**src/sv/ptm_pkg.sv**
```systemverilog
// ----------------------------------------------------------------------------
// ptm_pkg
// Codes shared by the process table manager and its port checker.
// ----------------------------------------------------------------------------
package ptm_pkg;

    // request modes
    localparam logic [1:0] MODE_SPAWN     = 2'd0;
    localparam logic [1:0] MODE_SPAWN_TOP = 2'd1;
    localparam logic [1:0] MODE_FINISH    = 2'd2;
    localparam logic [1:0] MODE_JOIN      = 2'd3;

    // result status
    localparam logic [1:0] STATUS_OK      = 2'd0;
    localparam logic [1:0] STATUS_FULL    = 2'd1;
    localparam logic [1:0] STATUS_ILLEGAL = 2'd2;
    localparam logic [1:0] STATUS_PENDING = 2'd3;

    // slot states
    localparam logic [1:0] ST_FREE   = 2'd0;
    localparam logic [1:0] ST_RUN    = 2'd1;
    localparam logic [1:0] ST_ZOMBIE = 2'd2;

    // slot number that means no slot
    localparam logic [5:0] SLOT_NONE = 6'h3f;

endpackage

```
**src/sv/process_table_manager.sv**
```systemverilog
// The process table lives in one single-port-read, single-port-write memory
// with one row per slot (state, parent, first child, next sibling, exit code)
// and a valid bit per row that makes an unwritten row read as a free slot.
// One request word is handled at a time; every table read is registered, so
// each access has its own state. A spawn scans the table for a free slot and
// walks the sibling chain of the caller's children; a finish visits each child
// and walks the parent's child list for each zombie child it frees. The table
// memory port is what sets the pace. A result word waits in an output register
// while the next request is taken.
// ----------------------------------------------------------------------------
// process_table_manager
// Spawn, finish and join on a fixed table of process slots.
// ----------------------------------------------------------------------------
module process_table_manager #(
    parameter int MAX_PROCS = 32
) (
    input  logic               aclk,
    input  logic               aresetn,
    input  logic               s_valid,
    output logic               s_ready,
    input  logic [1:0]         s_mode,
    input  logic signed [5:0]  s_caller_slot,
    input  logic [4:0]         s_target_slot,
    input  logic signed [31:0] s_exit_value,
    output logic               m_valid,
    input  logic               m_ready,
    output logic [1:0]         m_status,
    output logic signed [5:0]  m_slot_out,
    output logic signed [31:0] m_joined_value
);
    import ptm_pkg::*;

    localparam int SW = (MAX_PROCS > 1) ? $clog2(MAX_PROCS) : 1;
    localparam int CW = $clog2(MAX_PROCS + 1);

    typedef struct packed {
        logic          none;
        logic [SW-1:0] idx;
    } link_t;

    typedef struct packed {
        logic [1:0]  state;
        link_t       parent;
        link_t       fchild;
        link_t       sib;
        logic [31:0] exitv;
    } row_t;

    localparam link_t LINK_NONE = '{none: 1'b1, idx: '0};
    localparam row_t  RESET_ROW = '{state: ST_FREE, parent: LINK_NONE,
                                    fchild: LINK_NONE, sib: LINK_NONE,
                                    exitv: 32'd0};

    typedef enum logic [16:0] {
        S_IDLE     = 17'h00001,
        S_START    = 17'h00002,
        S_CALLER   = 17'h00004,
        S_SCAN     = 17'h00008,
        S_SCAN_CHK = 17'h00010,
        S_ALINK    = 17'h00020,
        S_AWALK    = 17'h00040,
        S_FLOOP    = 17'h00080,
        S_FCHILD   = 17'h00100,
        S_FEND     = 17'h00200,
        S_UNLINK   = 17'h00400,
        S_UPAR     = 17'h00800,
        S_UCTL     = 17'h01000,
        S_UWALK    = 17'h02000,
        S_FREE     = 17'h04000,
        S_JTGT     = 17'h08000,
        S_DONE     = 17'h10000
    } state_t;

    // table memory
    row_t                 slot_mem [MAX_PROCS];
    logic [MAX_PROCS-1:0] valid_reg;
    row_t                 rd_row_reg;
    logic                 rd_valid_reg;
    logic                 rd_en;
    logic [SW-1:0]        rd_addr;
    logic                 wr_en;
    logic [SW-1:0]        wr_addr;
    row_t                 wr_row;
    row_t                 row_q;

    always_ff @(posedge aclk) begin
        if (wr_en) begin
            slot_mem[wr_addr] <= wr_row;
        end
        if (rd_en) begin
            rd_row_reg <= slot_mem[rd_addr];
        end
    end

    always_ff @(posedge aclk) begin
        if (!aresetn) begin
            valid_reg    <= '0;
            rd_valid_reg <= 1'b0;
        end else begin
            if (wr_en) begin
                valid_reg[wr_addr] <= 1'b1;
            end
            if (rd_en) begin
                rd_valid_reg <= valid_reg[rd_addr];
            end
        end
    end

    assign row_q = rd_valid_reg ? rd_row_reg : RESET_ROW;

    // control and request registers
    state_t        state_reg, state_next;
    logic [1:0]    mode_reg, mode_next;
    logic [5:0]    caller_reg, caller_next;
    logic [4:0]    target_reg, target_next;
    logic [31:0]   exitv_reg, exitv_next;
    row_t          crow_reg, crow_next;
    logic [SW-1:0] rotor_reg, rotor_next;
    logic [SW-1:0] pos_reg, pos_next;
    logic [CW-1:0] cnt_reg, cnt_next;
    logic [CW-1:0] ucnt_reg, ucnt_next;
    logic [SW-1:0] found_reg, found_next;
    link_t         c_reg, c_next;
    link_t         w_reg, w_next;
    logic [SW-1:0] s_reg, s_next;
    link_t         sib_s_reg, sib_s_next;
    link_t         p_reg, p_next;
    logic          ret_join_reg, ret_join_next;
    logic [1:0]    res_status_reg, res_status_next;
    logic [5:0]    res_slot_reg, res_slot_next;
    logic [31:0]   res_joined_reg, res_joined_next;
    logic          m_valid_reg, m_valid_next;
    logic [1:0]    m_status_reg, m_status_next;
    logic [5:0]    m_slot_reg, m_slot_next;
    logic [31:0]   m_joined_reg, m_joined_next;

    logic          caller_ok;
    logic [SW-1:0] caller_idx;
    logic          target_ok;
    logic [SW-1:0] target_idx;
    row_t          tmp_row;

    assign caller_ok  = !caller_reg[5] && (32'(caller_reg[4:0]) < MAX_PROCS);
    assign caller_idx = SW'(caller_reg[4:0]);
    assign target_ok  = 32'(target_reg) < MAX_PROCS;
    assign target_idx = SW'(target_reg);

    assign s_ready        = (state_reg == S_IDLE);
    assign m_valid        = m_valid_reg;
    assign m_status       = m_status_reg;
    assign m_slot_out     = m_slot_reg;
    assign m_joined_value = m_joined_reg;

    always_comb begin
        state_next      = state_reg;
        mode_next       = mode_reg;
        caller_next     = caller_reg;
        target_next     = target_reg;
        exitv_next      = exitv_reg;
        crow_next       = crow_reg;
        rotor_next      = rotor_reg;
        pos_next        = pos_reg;
        cnt_next        = cnt_reg;
        ucnt_next       = ucnt_reg;
        found_next      = found_reg;
        c_next          = c_reg;
        w_next          = w_reg;
        s_next          = s_reg;
        sib_s_next      = sib_s_reg;
        p_next          = p_reg;
        ret_join_next   = ret_join_reg;
        res_status_next = res_status_reg;
        res_slot_next   = res_slot_reg;
        res_joined_next = res_joined_reg;
        m_valid_next    = m_valid_reg && !m_ready;
        m_status_next   = m_status_reg;
        m_slot_next     = m_slot_reg;
        m_joined_next   = m_joined_reg;
        rd_en           = 1'b0;
        rd_addr         = '0;
        wr_en           = 1'b0;
        wr_addr         = '0;
        wr_row          = row_q;
        tmp_row         = row_q;

        case (state_reg)
            S_IDLE: begin
                if (s_valid) begin
                    mode_next   = s_mode;
                    caller_next = s_caller_slot;
                    target_next = s_target_slot;
                    exitv_next  = s_exit_value;
                    state_next  = S_START;
                end
            end
            S_START: begin
                res_status_next = STATUS_ILLEGAL;
                res_slot_next   = SLOT_NONE;
                res_joined_next = 32'd0;
                cnt_next        = '0;
                pos_next        = rotor_reg;
                case (mode_reg)
                    MODE_SPAWN_TOP: begin
                        state_next = S_SCAN;
                    end
                    MODE_JOIN: begin
                        if (caller_ok && target_ok) begin
                            rd_en      = 1'b1;
                            rd_addr    = target_idx;
                            state_next = S_JTGT;
                        end else begin
                            state_next = S_DONE;
                        end
                    end
                    default: begin
                        if (caller_ok) begin
                            rd_en      = 1'b1;
                            rd_addr    = caller_idx;
                            state_next = S_CALLER;
                        end else begin
                            state_next = S_DONE;
                        end
                    end
                endcase
            end
            S_CALLER: begin
                crow_next = row_q;
                if (row_q.state != ST_RUN) begin
                    state_next = S_DONE;
                end else if (mode_reg == MODE_FINISH) begin
                    c_next     = row_q.fchild;
                    state_next = S_FLOOP;
                end else begin
                    state_next = S_SCAN;
                end
            end
            S_SCAN: begin
                rd_en      = 1'b1;
                rd_addr    = pos_reg;
                state_next = S_SCAN_CHK;
            end
            S_SCAN_CHK: begin
                if (row_q.state == ST_FREE) begin
                    found_next    = pos_reg;
                    rotor_next    = (32'(pos_reg) == MAX_PROCS - 1) ? '0 : pos_reg + 1'b1;
                    tmp_row       = RESET_ROW;
                    tmp_row.state = ST_RUN;
                    if (mode_reg == MODE_SPAWN) begin
                        tmp_row.parent = '{none: 1'b0, idx: caller_idx};
                    end
                    wr_en         = 1'b1;
                    wr_addr       = pos_reg;
                    wr_row        = tmp_row;
                    state_next    = S_ALINK;
                end else if (32'(cnt_reg) + 1 == MAX_PROCS) begin
                    res_status_next = STATUS_FULL;
                    state_next      = S_DONE;
                end else begin
                    cnt_next   = cnt_reg + 1'b1;
                    pos_next   = (32'(pos_reg) == MAX_PROCS - 1) ? '0 : pos_reg + 1'b1;
                    state_next = S_SCAN;
                end
            end
            S_ALINK: begin
                res_status_next = STATUS_OK;
                res_slot_next   = 6'(found_reg);
                if (mode_reg != MODE_SPAWN) begin
                    state_next = S_DONE;
                end else if (crow_reg.fchild.none) begin
                    tmp_row        = crow_reg;
                    tmp_row.fchild = '{none: 1'b0, idx: found_reg};
                    wr_en          = 1'b1;
                    wr_addr        = caller_idx;
                    wr_row         = tmp_row;
                    state_next     = S_DONE;
                end else begin
                    c_next     = crow_reg.fchild;
                    cnt_next   = '0;
                    rd_en      = 1'b1;
                    rd_addr    = crow_reg.fchild.idx;
                    state_next = S_AWALK;
                end
            end
            S_AWALK: begin
                // follow the chain to its last sibling
                if ((32'(cnt_reg) < MAX_PROCS) && !row_q.sib.none) begin
                    c_next   = row_q.sib;
                    cnt_next = cnt_reg + 1'b1;
                    rd_en    = 1'b1;
                    rd_addr  = row_q.sib.idx;
                end else begin
                    tmp_row     = row_q;
                    tmp_row.sib = '{none: 1'b0, idx: found_reg};
                    wr_en       = 1'b1;
                    wr_addr     = c_reg.idx;
                    wr_row      = tmp_row;
                    state_next  = S_DONE;
                end
            end
            S_FLOOP: begin
                rd_en = 1'b1;
                if ((32'(cnt_reg) < MAX_PROCS) && !c_reg.none) begin
                    rd_addr    = c_reg.idx;
                    state_next = S_FCHILD;
                end else begin
                    rd_addr    = caller_idx;
                    state_next = S_FEND;
                end
            end
            S_FCHILD: begin
                cnt_next = cnt_reg + 1'b1;
                c_next   = row_q.sib;
                if (row_q.state == ST_ZOMBIE) begin
                    s_next        = c_reg.idx;
                    sib_s_next    = row_q.sib;
                    p_next        = row_q.parent;
                    ret_join_next = 1'b0;
                    state_next    = S_UNLINK;
                end else begin
                    // orphan a live child
                    tmp_row        = row_q;
                    tmp_row.parent = LINK_NONE;
                    tmp_row.sib    = LINK_NONE;
                    wr_en          = 1'b1;
                    wr_addr        = c_reg.idx;
                    wr_row         = tmp_row;
                    state_next     = S_FLOOP;
                end
            end
            S_FEND: begin
                res_status_next = STATUS_OK;
                wr_en           = 1'b1;
                wr_addr         = caller_idx;
                if (!row_q.parent.none) begin
                    tmp_row        = row_q;
                    tmp_row.fchild = LINK_NONE;
                    tmp_row.exitv  = exitv_reg;
                    tmp_row.state  = ST_ZOMBIE;
                    wr_row         = tmp_row;
                end else begin
                    wr_row = RESET_ROW;
                end
                state_next = S_DONE;
            end
            S_UNLINK: begin
                if (!p_reg.none) begin
                    rd_en      = 1'b1;
                    rd_addr    = p_reg.idx;
                    state_next = S_UPAR;
                end else begin
                    state_next = S_FREE;
                end
            end
            S_UPAR: begin
                if (!row_q.fchild.none && (row_q.fchild.idx == s_reg)) begin
                    tmp_row        = row_q;
                    tmp_row.fchild = sib_s_reg;
                    wr_en          = 1'b1;
                    wr_addr        = p_reg.idx;
                    wr_row         = tmp_row;
                    state_next     = S_FREE;
                end else begin
                    w_next     = row_q.fchild;
                    ucnt_next  = '0;
                    state_next = S_UCTL;
                end
            end
            S_UCTL: begin
                if ((32'(ucnt_reg) < MAX_PROCS) && !w_reg.none) begin
                    rd_en      = 1'b1;
                    rd_addr    = w_reg.idx;
                    state_next = S_UWALK;
                end else begin
                    state_next = S_FREE;
                end
            end
            S_UWALK: begin
                if (!row_q.sib.none && (row_q.sib.idx == s_reg)) begin
                    tmp_row     = row_q;
                    tmp_row.sib = sib_s_reg;
                    wr_en       = 1'b1;
                    wr_addr     = w_reg.idx;
                    wr_row      = tmp_row;
                    state_next  = S_FREE;
                end else begin
                    w_next     = row_q.sib;
                    ucnt_next  = ucnt_reg + 1'b1;
                    state_next = S_UCTL;
                end
            end
            S_FREE: begin
                wr_en   = 1'b1;
                wr_addr = s_reg;
                wr_row  = RESET_ROW;
                if (ret_join_reg) begin
                    res_status_next = STATUS_OK;
                    state_next      = S_DONE;
                end else begin
                    state_next = S_FLOOP;
                end
            end
            S_JTGT: begin
                if ((row_q.state != ST_FREE) && !row_q.parent.none &&
                    (row_q.parent.idx == caller_idx)) begin
                    if (row_q.state == ST_ZOMBIE) begin
                        res_joined_next = row_q.exitv;
                        s_next          = target_idx;
                        sib_s_next      = row_q.sib;
                        p_next          = row_q.parent;
                        ret_join_next   = 1'b1;
                        state_next      = S_UNLINK;
                    end else begin
                        res_status_next = STATUS_PENDING;
                        state_next      = S_DONE;
                    end
                end else begin
                    state_next = S_DONE;
                end
            end
            S_DONE: begin
                if (!m_valid_reg || m_ready) begin
                    m_valid_next  = 1'b1;
                    m_status_next = res_status_reg;
                    m_slot_next   = res_slot_reg;
                    m_joined_next = res_joined_reg;
                    state_next    = S_IDLE;
                end
            end
            default: begin
                state_next = S_IDLE;
            end
        endcase
    end

    always_ff @(posedge aclk) begin
        if (!aresetn) begin
            state_reg   <= S_IDLE;
            rotor_reg   <= '0;
            m_valid_reg <= 1'b0;
        end else begin
            state_reg   <= state_next;
            rotor_reg   <= rotor_next;
            m_valid_reg <= m_valid_next;
        end
    end

    always_ff @(posedge aclk) begin
        mode_reg       <= mode_next;
        caller_reg     <= caller_next;
        target_reg     <= target_next;
        exitv_reg      <= exitv_next;
        crow_reg       <= crow_next;
        pos_reg        <= pos_next;
        cnt_reg        <= cnt_next;
        ucnt_reg       <= ucnt_next;
        found_reg      <= found_next;
        c_reg          <= c_next;
        w_reg          <= w_next;
        s_reg          <= s_next;
        sib_s_reg      <= sib_s_next;
        p_reg          <= p_next;
        ret_join_reg   <= ret_join_next;
        res_status_reg <= res_status_next;
        res_slot_reg   <= res_slot_next;
        res_joined_reg <= res_joined_next;
        m_status_reg   <= m_status_next;
        m_slot_reg     <= m_slot_next;
        m_joined_reg   <= m_joined_next;
    end

endmodule

```
**config.mk**
```make
export PLATFORM = sky130hd
export DESIGN_NAME = process_table_manager
export DESIGN_NICKNAME = d
export VERILOG_FILES = /design/src/sv/ptm_pkg.sv /design/src/sv/process_table_manager.sv
export SDC_FILE = /design/constraint.sdc
export NUM_CORES = 2
export LEC_CHECK = 0
export ABC_AREA = 1
export ABC_CLOCK_PERIOD_IN_PS = 15400
export BUFFER_PORTS_ARGS = -buffer_cell sky130_fd_sc_hd__buf_2
export CORE_ASPECT_RATIO = 1.2
export CORE_MARGIN = 2
export CORE_UTILIZATION = 30
export DETAILED_ROUTE_END_ITERATION = 7
export PLACE_DENSITY = 0.47
export SYNTH_ARGS = -nofsm -noshare
export SYNTH_HDL_FRONTEND = slang
export SYNTH_SLANG_ARGS = --single-unit
```
**constraint.sdc**
```tcl
create_clock -name aclk -period 15.4 [get_ports aclk]
set_input_delay 1.54 -clock aclk [delete_from_list [all_inputs] [get_ports aclk]]
set_output_delay 1.54 -clock aclk [all_outputs]
set_load 0.01 [all_outputs]
```
* Yosys cells after proc, flatten, opt, wreduce, memory -nomap -nowiden
Memory sizes are Yosys's and may differ from the RTL's. A register that Yosys moved wholly into a read port is not among the register bits.
Index checks and enable logic that the tools add are counted.
** Word-level totals
- RAM bits :: 1664
- Memories :: 1
- Word-level logic and storage cells :: 258
- Output and inout port bits :: 42
- Bits of input ports :: 49
- Register bits :: 285
** Operators by class
- Bitwise operators :: 1
- Equality and inequality tests :: 45
- Reductions and logical operators :: 44
- Muxes and demuxes :: 121
- Add/sub/neg operators :: 4
- Order comparisons :: 5
** Memories
- slot_mem :: words 32, bits a word 52, read ports 1, clocked after Yosys merged registers in 1, write ports 1, line process_table_manager.sv:75 : row_t slot_mem [MAX_PROCS];
** Operators by type and width (count)
- one-hot mux 52 bit (8 select lines) :: 1
- one-hot mux 17 bit (17 select lines) :: 1
- two-way mux 52 bit :: 5
- two-way mux 17 bit :: 13
- two-way mux 6 bit :: 19
- two-way mux 5 bit :: 21
- two-way mux 38 bit :: 2
- two-way mux 32 bit :: 2
- one-hot mux 32 bit (2 select lines) :: 1
- two-way mux 15 bit :: 4
- one-hot mux 6 bit (2 select lines) :: 5
- two-way mux 50 bit :: 1
- two-way mux 44 bit :: 1
- one-hot mux 5 bit (8 select lines) :: 1
- inequality test 2 bit, second input constant :: 18
- one-hot mux 5 bit (7 select lines) :: 1
- one-hot mux 17 bit (2 select lines) :: 1
- bitwise OR 32 bit :: 1
- one-hot mux 5 bit (2 select lines) :: 3
- one-hot mux 6 bit (5 select lines) :: 1
- one-hot mux 6 bit (4 select lines) :: 1
- two-way mux 1 bit :: 23
- AND reduction 6 bit :: 3
- equality test 17 x 1 -> 1 bit, second input constant :: 1
- 49 further kinds :: 90

* Longest topological paths before layout
- Depth after elaboration :: 10
- Gate-level depth with buffers :: 22
- Mapped depth without buffers :: 19

* Least setup slack after synthesis
No wires, ideal clock.
- Kind :: flip-flop to flip-flop
- Start point :: register state_reg[4]
- End point :: register rd_row_reg[0] (netlist name)
- Setup time :: 0.644 ns
- Slack :: 7.614 ns
- Data arrival time :: 7.142 ns
- Required time :: 14.756 ns
- Cell stages (with the launch flop) :: 6
- Period minus slack after synthesis :: 7.786 ns
- Path buffers :: 0
- Path through :: dfxtp_1 > nor2_2 > nand2_2 > nor2_4 > nand3_1 > o311ai_0
** On the way
- Word-level cells in the longest chain between the ends :: 3
- Elaborated cells between the ends (all ways) :: 10
- Those cells by class :: eq/ne: 7; mux: 2; reduce/logical: 1
** RTL lines
- start, declared :: line process_table_manager.sv:112 : state_t state_reg, state_next;
- start signal, assigned :: line process_table_manager.sv:441 : state_reg <= state_next;
- equality test 17 x 8 -> 1 bit or equality test 17 x 4 -> 1 bit (tied branches) :: line process_table_manager.sv:186 : case (state_reg)
- OR reduction 2 bit (no line)
- one-hot mux 1 bit (6 select lines) (*) :: line process_table_manager.sv:186
- named net rd_en :: line process_table_manager.sv:79 : logic rd_en;
Mark *: on every way through the listed nets, which the timed path passes. The rest lies on a longest branch.
A chain may end at the register's enable or synchronous reset.

* Final worst setup path
- Start point :: register rd_valid_reg
- End point :: register rd_row_reg[41] (netlist name)
** On the way
- Word-level cells in the longest chain between the ends :: 5
- Elaborated cells between the ends (all ways) :: 7
- Those cells by class :: mux: 5; reduce/logical: 2
** RTL lines
- start, declared :: line process_table_manager.sv:78 : logic rd_valid_reg;
- start signal, assigned :: line process_table_manager.sv:104 : rd_valid_reg <= valid_reg[rd_addr];
- two-way mux 52 bit (*) :: line process_table_manager.sv:109 : assign row_q = rd_valid_reg ? rd_row_reg : RESET_ROW;
- zero test 1 bit :: line process_table_manager.sv:286 : if ((32'(cnt_reg) < MAX_PROCS) && !row_q.sib.none) begin
- logical AND 1 bit :: line process_table_manager.sv:286
- two-way mux 5 bit or two-way mux 1 bit (tied branches) :: line process_table_manager.sv:286
- one-hot mux 5 bit (7 select lines) or one-hot mux 1 bit (6 select lines) (tied branches) :: line process_table_manager.sv:186
Mark *: on every way between the ends. The rest lies on a longest branch, timed or not.

==> summary.md <==
| Metric | Value |
|---|---|
| Worst-case clock buffer depth | 4 |
| Leakage power | between 30 and 40 nW |
| Syn Std Cell Area | 0.08241 sq mm |
| Fin cells | 10,886 |
| Sw Pwr | between 0.002 and 0.0025 W |
| DR pass1 iterations | 6 |
| Internal power | ~0.0086 W |
| Final GP Congestion | 0.9287 |
| CP Data Required Time | 16.05 ns |
| CTS Hold Bufs | 0 |
| Hold path startpoint | res_joined_reg[0] |
| Number of synthesized flops with an enable pin | 1,945 |
| Total gr overflow | 0 |
| I/O Buffers | 90 |
| Top cells by count, synth | 2,239 x nand2_1, 1,945 x edfxtp_1, 1,093 x nand3_1 |
| Routed vias | between 50,000 and 60,000 |
| I/O pin count | 91 |
| Reg2reg path depth | 17 |
| Rows | 210 |
| RSZ-0062 raised after global routing | no |
| Clock transition at the registers of the reported paths | approximately 0.060 ns |
| TritonCTS clock tree | built |
| Initial Util | 0.3019 |
| DRT iter0 DRCs | 5,584 |
| Fmax | 0.1715 GHz |
| Status | finished, final reports clean |
| Worst r2r src | rd_valid_reg |
| Netlist cell types | 55 |
| Largest cells by area after synthesis | edfxtp_1 71%, nand2_1 10%, nand3_1 6.6% |
| Skew final | 0.06064 ns |
| First-pass GRT wire length | between 400 and 500 mm |
| Fillers | 27,053 |
| Part of the power in the clock network | 0.438 |
| Routed length per placed instance | 27.44 um |
| Share of the synthesized area in the top cell type | 0.7087 |
| Post_cts resized | 0 |
| DIE AREA | roughly 0.28 sq mm |
| #FFs+latches synth | roughly 2,000 |
| Final Max Tran Viols | 0 |
| Ys flop type | edfxtp_1 |
| CTS sink cnt | around 2,000 |
| Critical Path End Type | flip-flop |
| Hold Crit Endpoint | m_joined_value[0] |
| Combinational cell fraction of total power | 0.016 |
| Worst Hold Class | reg -> reg |
| DRC | 0 |
| DP Wirelength | 161.1 mm |
| Switching part of the total | 0.2096 |
| Syn Inst Count | 7,056 |
| Final Util | 0.3424 |
| Final hold vios | 0 |
| Final antenna-violating net count | 0 |
| Inst Count DP | roughly 11,000 |
| Max_cap viols | 0 |
| Worst Hold Path Cells | 0 |
| Inserted Clock Buffers | 204 |
| Crit Path Class | reg -> reg |
| Largest register FFs | about 1,700 |
| Setup TNS | 0 ns |
| Crit. Startpoint | rd_valid_reg |
| Most common cell in the synthesized netlist | nand2_1 |
| Clock Latency Late Sink | 0.86 ns |
| Die height | 578.2 um |
| Critical path arrival | 6.49 ns |
| Asr flop ratio synth | 0 |
| Yosys top cell by area | edfxtp_1 |
| Mean Syn Cell Area | 11.68 sq um |
| Gr usage total | 0.2091 |
| Core area | roughly 0.27 sq mm |
| Total power draw | 0.01088 W |
| Crit Path Max Fanout | 82 |
| Reg2Reg Setup Slack | 9.57 ns |
| Initial antenna violation count | 16 |
| Layout cell share with drive strength beyond 1 | 0.1012 |
| Clock root buffer | clkbuf_16 |
| Largest net degree at the start of global routing | approximately 170 |
| Maximum vdd drop | between 0.00008 and 0.00009 V |
| Vias/cell | ~5.1 |
| Chip width | a little under 500 um |
| Minimum clock period | 5.832 ns |
| Post-Syn Nets | 7,110 |
| # setup viols final | 0 |
| Final wirelength | 298.7 mm |
| Final Cycle Share | 0.3787 |
| Layout area overhead | 13.41% |
| Worst Tran Pin Value | 1.342 ns |
| FF-to-FF End | rd_row_reg[41] |
| Startpoint types | flip-flop |
| Register area share after synthesis | 0.7223 |
| Syn. warnings | 0 |
| Post-CTS Setup Inserts | 0 |
| Seq pwr share | 0.546 |
| Rel. slew slack | 0.1050 |
| Layout Nets | ~7,200 |
| Power per Cell Area | between 100 and 150 mW/mm^2 |
| Vias in the first global route | 53,756 |
| Htree depth | 4 |
## power groups by stage
stage | combinational [W] | sequential, W | clock, W
after global placement | 0.000177 | 0.00605 | 0
final | 0.000178 | 0.00594 | 0.00476
after floorplan | 0.000102 | 0.00604 | 0
after detailed placement | 0.000178 | 0.00605 | 0
after CTS | 0.000178 | 0.00594 | 0.00485
after global routing | 0.000192 | 0.00593 | 0.00504
## worst max-delay path by stage
stage | end | cells after the start | slack [ns]
final | rd_row_reg[41] | 17 | 9.57
after global routing | rd_row_reg[39] | 17 | 9.25
after CTS | rd_row_reg[41] | 17 | 9.58
after detailed placement | rd_row_reg[41] | 17 | 9.57
after global placement | rd_row_reg[41] | 17 | 9.58
after floorplan | rd_row_reg[0] | 5 | 7.61
## per-stage QoR
stage	cell area (sq um)	hold WS, ns	setup slack [ns]
after CTS	93400	0.4085	9.582
after detailed placement	87210	0.4071	9.568
after global routing	93440	0.4196	9.251
final	93460	0.4094	9.568
after floorplan	82410	0.4003	7.614
after global placement	87200	0.4038	9.583
## cell families (layout without fill, tap and decap cells)
kind of cell	count (synthesis)	in the layout	synth area share
AND/OR/NAND/NOR	3936	3936	0.2042
flip-flops	2001	2001	0.7223
buffers and inverters	633	851	0.03510
AO/OA/AOI/OAI	469	469	0.03638
XOR/XNOR	12	12	0.001275
adder cells (fa/ha/maj)	5	5	0.0007591
other	0	8	0
## routing by layer
metal	share of wire	vias to the layer above	wire length, um	GRT usage
li1	-	24888	-	-
met1	0.42	28413	126000	0.2790
met2	0.49	2094	145000	0.3529
met3	0.059	464	17640	0.02357
met4	0.034	0	10080	0.06978
met5	0	-	0	0
## critical path: stages, from the launching register on
cell and delay (ns):
dfxtp_2 0.31, buf_4 0.66, nand2_1 0.47, nor2_1 0.31
nand4_1 0.26, nand2_1 0.15, nor2_1 0.09, buf_4 0.21
nand2_4 0.55, buf_4 0.68, buf_4 0.90, or2_2 0.23
o21ai_0 0.09, o21ai_1 0.18, nand2_1 0.09, nand3_1 0.09
nand3_1 0.09, o21ai_0 0.15
## cell usage in the layout (no fill, tap or decap), types with 6 or more instances in the layout
cell / count
o22ai_1: 19
o21ai_2: 33
or2_2: 70
nand3b_1: 6
nor2_2: 16
o31ai_1: 49
o21ai_0: 120
nand3_1: 1090
inv_4: 12
nand4_1: 34
buf_4: 142
bufinv_16: 9
clkbuf_1: 52
clkinv_1: 47
inv_2: 16
a21oi_1: 37
clkbuf_16: 209
nor3_1: 18
inv_1: 214
nand2_1: 2235
clkinv_2: 35
or2_0: 54
o21ai_1: 22
buf_12: 8
dfxtp_1: 55
nor2_4: 38
buf_2: 90
edfxtp_1: 1945
o211ai_1: 106
nand2_4: 7
nor2_1: 340
diode_2: 8
xor2_1: 10
a22oi_1: 43
## cell type report
type | count | area (sq um) | share of cell area
flip-flops and latches | 2001 | 59530 | 0.6369
multi-input cells | 4422 | 20540 | 0.2198
clock buffers | 263 | 5453 | 0.05834
well taps | 3604 | 4509 | 0.04825
repair buffers | 242 | 1709 | 0.01829
inverters | 245 | 965.9 | 0.01033
clock inverters | 101 | 735.7 | 0.007872
diodes | 8 | 20.02 | 0.0002142
No activity file was read; power rests on OpenSTA's default activity.
